`src/hw/rtl/pfx_pkg.sv`:
```
`timescale 1ns / 1ps
// Shared types, character codes and status codes of the postfix evaluator.
package pfx_pkg;

  localparam int WORD_W   = 32;
  localparam int SYM_W    = 8;
  localparam int STATUS_W = 3;

  typedef logic [WORD_W-1:0]   word_t;
  typedef logic [SYM_W-1:0]    sym_t;
  typedef logic [STATUS_W-1:0] status_t;

  // ASCII codes
  localparam sym_t ASCII_0 = 8'd48;
  localparam sym_t ASCII_9 = 8'd57;
  localparam sym_t OP_ADD  = 8'd43;
  localparam sym_t OP_SUB  = 8'd45;
  localparam sym_t OP_MUL  = 8'd42;
  localparam sym_t OP_DIV  = 8'd47;

  // Result status codes
  localparam status_t ST_OK        = 3'd0;
  localparam status_t ST_UNDERFLOW = 3'd1;
  localparam status_t ST_OVERFLOW  = 3'd2;
  localparam status_t ST_DIVZERO   = 3'd3;
  localparam status_t ST_EMPTY     = 3'd4;

  // Divider request and response
  typedef struct packed {
    logic  start;
    word_t dividend;
    word_t divisor;
  } div_req_t;

  typedef struct packed {
    logic  done;
    word_t quotient;
  } div_resp_t;

endpackage

```
`src/hw/rtl/pfx_if.sv`:
```
`timescale 1ns / 1ps
// Valid/ready channel interfaces for symbol requests and evaluation results.
interface pfx_sym_if;
  logic        valid;
  logic        ready;
  pfx_pkg::sym_t symbol;
  logic        last;

  modport source (output valid, output symbol, output last, input ready);
  modport sink   (input valid, input symbol, input last, output ready);
endinterface

interface pfx_res_if;
  logic              valid;
  logic              ready;
  pfx_pkg::word_t    value;
  pfx_pkg::status_t  status;

  modport source (output valid, output value, output status, input ready);
  modport sink   (input valid, input value, input status, output ready);
endinterface

```
`src/hw/rtl/pfx_ram.sv`:
```
`timescale 1ns / 1ps
// Generic single-write, single-read RAM with registered read data.
module pfx_ram #(
  parameter int WIDTH = 32,
  parameter int DEPTH = 16
) (
  input  logic                     clk,
  input  logic                     we,
  input  logic [$clog2(DEPTH)-1:0] waddr,
  input  logic [WIDTH-1:0]         wdata,
  input  logic                     re,
  input  logic [$clog2(DEPTH)-1:0] raddr,
  output logic [WIDTH-1:0]         rdata
);

  logic [WIDTH-1:0] mem [DEPTH];

  always_ff @(posedge clk) begin
    if (we) begin
      mem[waddr] <= wdata;
    end
    if (re) begin
      rdata <= mem[raddr];
    end
  end

endmodule

```
`src/hw/rtl/pfx_div.sv`:
```
`timescale 1ns / 1ps
// Radix-2 restoring signed divider, one quotient bit per cycle, truncating.
module pfx_div (
  input  logic               clk,
  input  logic               rst,
  input  pfx_pkg::div_req_t  req,
  output pfx_pkg::div_resp_t resp
);

  localparam int W     = pfx_pkg::WORD_W;
  localparam int CNT_W = $clog2(W);

  logic             busy;
  logic             done;
  logic [CNT_W-1:0] cnt;
  logic [W-1:0]     rem;
  logic [W-1:0]     quo;
  logic [W-1:0]     dvs;
  logic             neg;

  logic [W:0]       shifted;
  logic [W:0]       diff;

  assign shifted = {rem, quo[W-1]};
  assign diff    = shifted - {1'b0, dvs};

  always_ff @(posedge clk) begin
    if (rst) begin
      busy <= 1'b0;
      done <= 1'b0;
      cnt  <= '0;
    end else begin
      done <= 1'b0;
      if (req.start) begin
        busy <= 1'b1;
        cnt  <= '0;
        rem  <= '0;
        quo  <= req.dividend[W-1] ? -req.dividend : req.dividend;
        dvs  <= req.divisor[W-1] ? -req.divisor : req.divisor;
        neg  <= req.dividend[W-1] ^ req.divisor[W-1];
      end else if (busy) begin
        // keep the partial remainder when the trial subtract goes negative
        if (!diff[W]) begin
          rem <= diff[W-1:0];
          quo <= {quo[W-2:0], 1'b1};
        end else begin
          rem <= shifted[W-1:0];
          quo <= {quo[W-2:0], 1'b0};
        end
        cnt <= cnt + 1'b1;
        if (cnt == CNT_W'(W - 1)) begin
          busy <= 1'b0;
          done <= 1'b1;
        end
      end
    end
  end

  assign resp.done     = done;
  assign resp.quotient = neg ? -quo : quo;

endmodule

```
`src/hw/rtl/postfix_expression_evaluator_core.sv`:
```
`timescale 1ns / 1ps
// Postfix expression evaluator top level: stack control, ALU and result register.
//
// Usage:
//   symbols carries one postfix character per request (symbol, last).
//   Digits push, + - * / pop two operands and push the result, anything
//   else is ignored. The request with last set closes the expression.
//   results carries one request per expression: top of stack and status
//   (0 ok, 1 underflow, 2 overflow, 3 divide by zero, 4 empty).
// Sequencing:
//   The block handles one symbol at a time. A digit or an ignored character
//   is handled on acceptance; + - * read the stack RAM, then write back,
//   and / reads the RAM, loads the divider operands, waits for the radix-2
//   divider, then writes back, or writes back zero when the divisor is zero.
//   The last symbol then loads the result register.
// Stall:
//   The result register holds until taken. New symbols are accepted while
//   a result waits; only the next closing symbol stalls until it is free.
// Reset:
//   rst clears the stack count, the sticky error and the result valid.
//   The stack RAM needs no clearing: only entries below the count are read.
module postfix_expression_evaluator_core #(
  parameter int STACK_DEPTH = 16
) (
  input  logic      clk,
  input  logic      rst,
  pfx_sym_if.sink   symbols,
  pfx_res_if.source results
);

  localparam int ADDR_W = $clog2(STACK_DEPTH);
  localparam int CNT_W  = $clog2(STACK_DEPTH + 1);

  // Controller states
  localparam logic [1:0] S_IDLE = 2'd0;
  localparam logic [1:0] S_READ = 2'd1;
  localparam logic [1:0] S_DIV  = 2'd2;
  localparam logic [1:0] S_FIN  = 2'd3;

  logic [1:0]       state, state_next;
  logic [CNT_W-1:0] count, count_next;
  pfx_pkg::status_t sticky, sticky_next;
  pfx_pkg::word_t   tos, tos_next;      // copy of the top entry
  pfx_pkg::word_t   b_reg, b_next;      // right operand
  pfx_pkg::sym_t    op, op_next;
  logic             last_reg, last_next;

  logic             out_valid;
  pfx_pkg::word_t   out_value;
  pfx_pkg::status_t out_status;
  logic             out_free;
  logic             out_load;

  logic               ram_we;
  logic [ADDR_W-1:0]  ram_waddr;
  pfx_pkg::word_t     ram_wdata;
  logic               ram_re;
  pfx_pkg::word_t     ram_rdata;

  pfx_pkg::div_req_t  div_req;
  pfx_pkg::div_resp_t div_resp;

  logic               accept;
  logic               is_digit;
  logic               is_op;
  pfx_pkg::word_t     digit_val;
  logic [CNT_W-1:0]   count_m2;
  logic [ADDR_W-1:0]  top_addr;   // address of entry a (count - 2)
  logic [ADDR_W-1:0]  push_addr;
  pfx_pkg::word_t     alu;

  function automatic pfx_pkg::status_t note_error(input pfx_pkg::status_t cur,
                                                  input pfx_pkg::status_t code);
    return (cur == pfx_pkg::ST_OK) ? code : cur;
  endfunction

  pfx_ram #(
    .WIDTH (pfx_pkg::WORD_W),
    .DEPTH (STACK_DEPTH)
  ) u_stack (
    .clk   (clk),
    .we    (ram_we),
    .waddr (ram_waddr),
    .wdata (ram_wdata),
    .re    (ram_re),
    .raddr (top_addr),
    .rdata (ram_rdata)
  );

  pfx_div u_div (
    .clk  (clk),
    .rst  (rst),
    .req  (div_req),
    .resp (div_resp)
  );

  assign symbols.ready = (state == S_IDLE);
  assign accept        = symbols.valid && symbols.ready;

  assign is_digit  = (symbols.symbol >= pfx_pkg::ASCII_0) &&
                     (symbols.symbol <= pfx_pkg::ASCII_9);
  assign is_op     = (symbols.symbol == pfx_pkg::OP_ADD) ||
                     (symbols.symbol == pfx_pkg::OP_SUB) ||
                     (symbols.symbol == pfx_pkg::OP_MUL) ||
                     (symbols.symbol == pfx_pkg::OP_DIV);
  assign digit_val = {{(pfx_pkg::WORD_W - pfx_pkg::SYM_W){1'b0}},
                      symbols.symbol - pfx_pkg::ASCII_0};

  assign count_m2  = count - CNT_W'(2);
  assign top_addr  = count_m2[ADDR_W-1:0];
  assign push_addr = count[ADDR_W-1:0];

  // a comes straight from the RAM read register, b from the cached top
  always_comb begin
    unique case (op)
      pfx_pkg::OP_ADD: alu = ram_rdata + b_reg;
      pfx_pkg::OP_SUB: alu = ram_rdata - b_reg;
      default:         alu = ram_rdata * b_reg;
    endcase
  end

  assign out_free = !out_valid || results.ready;

  always_comb begin
    state_next = state;
    count_next = count;
    sticky_next = sticky;
    tos_next   = tos;
    b_next     = b_reg;
    op_next    = op;
    last_next  = last_reg;
    ram_we     = 1'b0;
    ram_waddr  = top_addr;
    ram_wdata  = alu;
    ram_re     = 1'b0;
    out_load   = 1'b0;
    div_req.start    = 1'b0;
    div_req.dividend = ram_rdata;
    div_req.divisor  = b_reg;

    unique case (state)
      S_IDLE: begin
        if (accept) begin
          last_next  = symbols.last;
          op_next    = symbols.symbol;
          b_next     = tos;
          state_next = symbols.last ? S_FIN : S_IDLE;
          if (is_digit) begin
            if (count == CNT_W'(STACK_DEPTH)) begin
              // full stack: drop the digit
              sticky_next = note_error(sticky, pfx_pkg::ST_OVERFLOW);
            end else begin
              ram_we     = 1'b1;
              ram_waddr  = push_addr;
              ram_wdata  = digit_val;
              tos_next   = digit_val;
              count_next = count + 1'b1;
            end
          end else if (is_op) begin
            if (count < CNT_W'(2)) begin
              sticky_next = note_error(sticky, pfx_pkg::ST_UNDERFLOW);
            end else begin
              ram_re     = 1'b1;
              state_next = S_READ;
            end
          end
        end
      end
      S_READ: begin
        if (op == pfx_pkg::OP_DIV) begin
          if (b_reg == '0) begin
            // pop both, push zero
            sticky_next = note_error(sticky, pfx_pkg::ST_DIVZERO);
            ram_we      = 1'b1;
            ram_wdata   = '0;
            tos_next    = '0;
            count_next  = count - 1'b1;
            state_next  = last_reg ? S_FIN : S_IDLE;
          end else begin
            div_req.start = 1'b1;
            state_next    = S_DIV;
          end
        end else begin
          ram_we     = 1'b1;
          tos_next   = alu;
          count_next = count - 1'b1;
          state_next = last_reg ? S_FIN : S_IDLE;
        end
      end
      S_DIV: begin
        if (div_resp.done) begin
          ram_we     = 1'b1;
          ram_wdata  = div_resp.quotient;
          tos_next   = div_resp.quotient;
          count_next = count - 1'b1;
          state_next = last_reg ? S_FIN : S_IDLE;
        end
      end
      S_FIN: begin
        // hold until the result register is free, then clear the stack
        if (out_free) begin
          out_load    = 1'b1;
          count_next  = '0;
          sticky_next = pfx_pkg::ST_OK;
          state_next  = S_IDLE;
        end
      end
      default: begin
        state_next = S_IDLE;
      end
    endcase
  end

  always_ff @(posedge clk) begin
    if (rst) begin
      state     <= S_IDLE;
      count     <= '0;
      sticky    <= pfx_pkg::ST_OK;
      out_valid <= 1'b0;
    end else begin
      state  <= state_next;
      count  <= count_next;
      sticky <= sticky_next;
      if (out_load) begin
        out_valid <= 1'b1;
      end else if (results.ready) begin
        out_valid <= 1'b0;
      end
    end
  end

  always_ff @(posedge clk) begin
    tos      <= tos_next;
    b_reg    <= b_next;
    op       <= op_next;
    last_reg <= last_next;
    if (out_load) begin
      out_value  <= (count != '0) ? tos : '0;
      if (sticky != pfx_pkg::ST_OK) begin
        out_status <= sticky;
      end else if (count == '0) begin
        out_status <= pfx_pkg::ST_EMPTY;
      end else begin
        out_status <= pfx_pkg::ST_OK;
      end
    end
  end

  assign results.valid  = out_valid;
  assign results.value  = out_value;
  assign results.status = out_status;

`ifndef SYNTHESIS
  // RAM port is never read and written in the same cycle
  a_no_rw_overlap: assert property (@(posedge clk) disable iff (rst)
    !(ram_we && ram_re))
    else $error("stack RAM read and write in the same cycle");

  a_count_bound: assert property (@(posedge clk) disable iff (rst)
    count <= CNT_W'(STACK_DEPTH))
    else $error("stack count above depth");

  a_fin_clears: assert property (@(posedge clk) disable iff (rst)
    (state == S_FIN && out_free) |=>
      (count == '0 && sticky == pfx_pkg::ST_OK && results.valid))
    else $error("end of expression did not clear stack or load result");

  a_div_done_state: assert property (@(posedge clk) disable iff (rst)
    div_resp.done |-> (state == S_DIV))
    else $error("divider finished outside divide wait");
`endif

endmodule
```
`src/flat_wrapper.sv`:
```
// flat-port wrapper written by rule: the top's interface ports become plain ports
module postfix_expression_evaluator_core_flat 
#(
  parameter int STACK_DEPTH = 16
)
  (clk, rst, symbols_valid, symbols_symbol, symbols_last, symbols_ready, results_valid, results_value, results_status, results_ready);
  pfx_sym_if symbols_i ();
  pfx_res_if results_i ();
  input  logic clk;
  input  logic rst;
  input wire logic [$bits(symbols_i.valid)-1:0] symbols_valid;
  input wire logic [$bits(symbols_i.symbol)-1:0] symbols_symbol;
  input wire logic [$bits(symbols_i.last)-1:0] symbols_last;
  output wire logic [$bits(symbols_i.ready)-1:0] symbols_ready;
  output wire logic [$bits(results_i.valid)-1:0] results_valid;
  output wire logic [$bits(results_i.value)-1:0] results_value;
  output wire logic [$bits(results_i.status)-1:0] results_status;
  input wire logic [$bits(results_i.ready)-1:0] results_ready;
  assign symbols_i.valid = symbols_valid;
  assign symbols_i.symbol = symbols_symbol;
  assign symbols_i.last = symbols_last;
  assign symbols_ready = symbols_i.ready;
  assign results_valid = results_i.valid;
  assign results_value = results_i.value;
  assign results_status = results_i.status;
  assign results_i.ready = results_ready;
  postfix_expression_evaluator_core #(.STACK_DEPTH(STACK_DEPTH)) u_core (.clk(clk), .rst(rst), .symbols(symbols_i), .results(results_i));
endmodule
```
`config.mk`:
```
export PLATFORM = sky130hd
export DESIGN_NAME = postfix_expression_evaluator_core_flat
export DESIGN_NICKNAME = d
export VERILOG_FILES = /design/src/hw/rtl/pfx_pkg.sv /design/src/hw/rtl/pfx_if.sv /design/src/hw/rtl/pfx_ram.sv /design/src/hw/rtl/pfx_div.sv /design/src/hw/rtl/postfix_expression_evaluator_core.sv /design/src/flat_wrapper.sv
export SDC_FILE = /design/constraint.sdc
export NUM_CORES = 2
export LEC_CHECK = 0
export BUFFER_PORTS_ARGS = -buffer_cell sky130_fd_sc_hd__buf_2
export CELL_PAD_IN_SITES_DETAIL_PLACEMENT = 1
export CELL_PAD_IN_SITES_GLOBAL_PLACEMENT = 2
export CORE_ASPECT_RATIO = 1.5
export CORE_MARGIN = 2
export CORE_UTILIZATION = 50
export DETAILED_ROUTE_END_ITERATION = 7
export GPL_TIMING_DRIVEN = 0
export HOLD_SLACK_MARGIN = 0.02
export PLACE_DENSITY = 0.84
export RECOVER_POWER = 25
export SLEW_MARGIN = 20
export SYNTH_ARGS = -nofsm -noshare
export SYNTH_HDL_FRONTEND = slang
export SYNTH_SLANG_ARGS = --single-unit
export TNS_END_PERCENT = 10
```
`constraint.sdc`:
```
create_clock -name clk -period 20.1 [get_ports clk]
set_input_delay 1.005 -clock clk [delete_from_list [all_inputs] [get_ports clk]]
set_output_delay 1.005 -clock clk [all_outputs]
set_load 0.02 [all_outputs]
```
==> metrics.md <==
| Metric | Value |
|---|---|
| Status | finished, violations left |
| Failing checks | capacitance limit, slew limit |
| Pins Over Slew Limit | 187 |
| Die H | 395 um |
| Gr ovfl total | 0 |
| Largest Register | u_core.u_stack.mem |
| Final ANT Viol Nets | 0 |
| Seq/Total Area, Yosys | 44.7% |
| Ports | 50 |
| Die Span X | 265 um |
| Synth unique cells | 74 |
| RSZ-0062 raised after global routing | no |
| Nets | 4902 |
| CP most frequent cell | fa_1 |
| GRT Resource Usage Total | between 30% and 40% |
| Final Util | 55.6% |
| Commonest non-fill, non-tap cell in the layout | edfxtp_1 |
| Largest net degree at the start of global routing | 31 |
| Largest cells by area after synthesis | edfxtp_1, fa_1, mux4_2 |
| TritonRoute pass-1 iters | 5 |
| Port-buffer cells | 49 |
| Synth Cell Area | 0.0510 sq mm |
| Routability cong. | 0.991 |
| Root Buffer | clkbuf_16 |
| Initial antenna violation count | 9 |
| Max-Cap Viols | 8 |
| Final wirelength | 181000 um |
| CP max stage cell | clkbuf_1 |
| Min-Delay Endpoint | u_core.b_reg[31] |
| Core Area | 0.101 sq mm |
| Reg2reg setup slack | 9.48 ns |
| Slew HR | -45.2% |
| Fmax | 94.1 MHz |
| Synth top area share | 44.1% |
| Worst Hold Launch | u_core.tos[31] |
| EDFF count, synth | 749 |
| DR vias | 34518 |
| First-pass GRT wire length | 261000 um |
| Row cnt | roughly 140 |
| Worst Hold Class | reg -> reg |
| Worst-path maximum fanout | 16 |
| Setup TNS Final | 0 ns |
| CTS buffer count | 74 |
| Sink Count | 766 |
| Number of flip-flops in the largest register | 512 |
| Worst path cell trace | clkbuf_1, clkbuf_1, nand2_1, fa_1, inv_1, fa_1, fa_1, inv_1, fa_1, inv_1, ha_1, ha_1, fa_1, fa_1, ha_1, a21oi_1, o21ai_0, a32o_1, a21o_1, a311oi_1, a21oi_1, xor2_1, nor2_1, o31ai_4 |
| Starting Density | 50.4% |
| Post-Syn Instances | 4112 |
| DRC Markers | 0 |
| Async S/R FF share, synth | 0% |
| Flops & latches, synth | about 770 |
| Crit path DAT | 10.99 ns |
| 1st-iter DRT viols | between 2000 and 3000 |
| Worst Tran Pin Value | 2.17 ns |
| R2r startpoint | u_core.u_stack.rdata[3] |
| Final HPWL DP | 138000 um |
| Reg-to-Reg End | u_core.u_stack.mem[14][28] |
| TritonCTS clock tree | done |
| DR WL/cell | 32.0 um |
| Most frequent cells in the layout | edfxtp_1, inv_1, fa_1, nand2_1, and2_1 |
| CTS resizes | 0 |
| Htree depth | 3 |
| Crit path largest cell delay | about 0.97 ns |
| Cell taking the most area after synthesis | edfxtp_1 |
| Vias in the first global route | roughly 38000 |
| Worst setup SP type | flip-flop |
| Average cell area after synthesis | approximately 12 sq um |
| Crit path time final | between 10 and 15 ns |
| Clk buf depth | 3 |
| Worst-skew pair later-pin latency | just under 0.7 ns |
| R2R depth | 24 |
| Critical path required time | 20.46 ns |
| Detail-routed via count per cell | 6.11 |
| Post-CTS Setup Bufs | 0 |
| Crit path capture type | flip-flop |
| Most used DFF post-synth | edfxtp_1 |
| Layout area overhead | 10.3% |
| Setup Viol. Count Final | 0 |
| Clock Skews | 0.0422 ns |
| Syn_nets | 4738 |
| Total Die Area | between 0.1 and 0.15 sq mm |
| Worst Hold Depth | 0 |
| Ys Warns | 0 |
| Layout cells sized above 1 | 8.76% |
| CTS Hold Buffers Added | 0 |
| Fin. Hold Viols | 0 |
| Crit path kind | reg -> reg |
| Clock Pin Slew Worst Setup and Hold Paths | 0.06 ns |
| Final period util | 52.9% |
## per-layer routing
layer | vias up | track usage (%) | routed length (um)
li1 | 14509 | - | -
met4 | 6 | 24.8 | 15200
met1 | 18015 | 38.3 | 61800
met5 | - | 0 | 39
met2 | 1394 | 63.3 | 94300
met3 | 594 | 4.79 | 9190
## worst max path at each step
stage	from	to	slack [ns]	depth (start not counted)
3_3_place_gp	u_core.u_stack.rdata[6]	u_core.u_stack.mem[0][31]	8.64	24
2_1_floorplan	u_core.b_reg[8]	u_core.u_stack.mem[0][31]	12.10	25
6_report	u_core.u_stack.rdata[3]	u_core.u_stack.mem[14][28]	9.48	24
5_1_grt	u_core.u_stack.rdata[3]	u_core.u_stack.mem[14][28]	9.45	24
4_1_cts	u_core.u_stack.rdata[7]	u_core.u_stack.mem[15][27]	9.64	25
3_5_place_dp	u_core.u_stack.rdata[7]	u_core.u_stack.mem[15][27]	9.74	25
## worst max-delay path, delay by kind of cell (launching register included)
| kind | cells | cell delay [ns] |
|---|---|---|
| AOI/OAI and AO/OA | 7 | 2.92 |
| xor gates and xnor gates | 1 | 0.33 |
| adders and majority gates | 9 | 3.84 |
| buffers and inverters | 5 | 2.05 |
| DFF | 1 | 0.71 |
| and+or+nand+nor | 2 | 0.39 |
## kinds of logic after synthesis
family                     count (synthesis)  share of synthesized area [%]
and+or+nand+nor                         1110                           10.8
DFF                                      766                           44.7
buffers and inverters                    673                           4.97
adders and majority gates                613                           21.1
AOI/OAI and AO/OA                        492                           6.18
xor gates and xnor gates                 263                           4.51
muxes                                    195                           7.75
## area by class of cell
type,instances,area (sq um)
antenna,4,10.0
buffer,230,896
clock buffer,82,1880
clock inverter,55,587
fill,10205,45000
inverter,443,1660
multi-input combinational,2673,25900
sequential,766,22800
tap,1305,1630
timing repair buffer,88,883
## through the flow
step / cell area [sq um] / instances / hold slack, ns / worst slack [ns]
floorplan: 51000 / 4112 / 0.417 / 12.10
global placement: 52900 / 5466 / 0.422 / 8.64
detailed placement: 53900 / 5504 / 0.438 / 9.74
CTS: 56400 / 5641 / 0.452 / 9.64
global route: 56300 / 5642 / 0.460 / 9.45
finish: 56300 / 5646 / 0.454 / 9.48
## synthesized netlist by cell type, types with 5 or more instances
master      n
or4_1      16
buf_1      18
fa_1      411
a22oi_1     6
nand4_1     6
a21oi_1   105
a22o_1      5
a21o_1     30
o21bai_1    7
mux4_2    160
and3_1     14
nor2_1    177
o211ai_1    9
o21ai_1     6
o21ai_0   134
clkbuf_1  210
dfxtp_1    17
ha_1      202
nor3_1     32
o31ai_1    36
edfxtp_1  749
o22ai_1    27
xor2_1    114
mux2i_1    32
o41ai_1    16
nand2_1   394
o21a_1     27
a211oi_1   21
o31a_1      5
or3_1      26
and2_1    346
xnor2_1   149
nor4_1     15
a31oi_1     8
nand2b_1   25
inv_1     442
nand3_1    20
nor2b_1    19
Power is not shown: default switching activity piles up to over one toggle a cycle in this logic, so the estimate is an artifact.
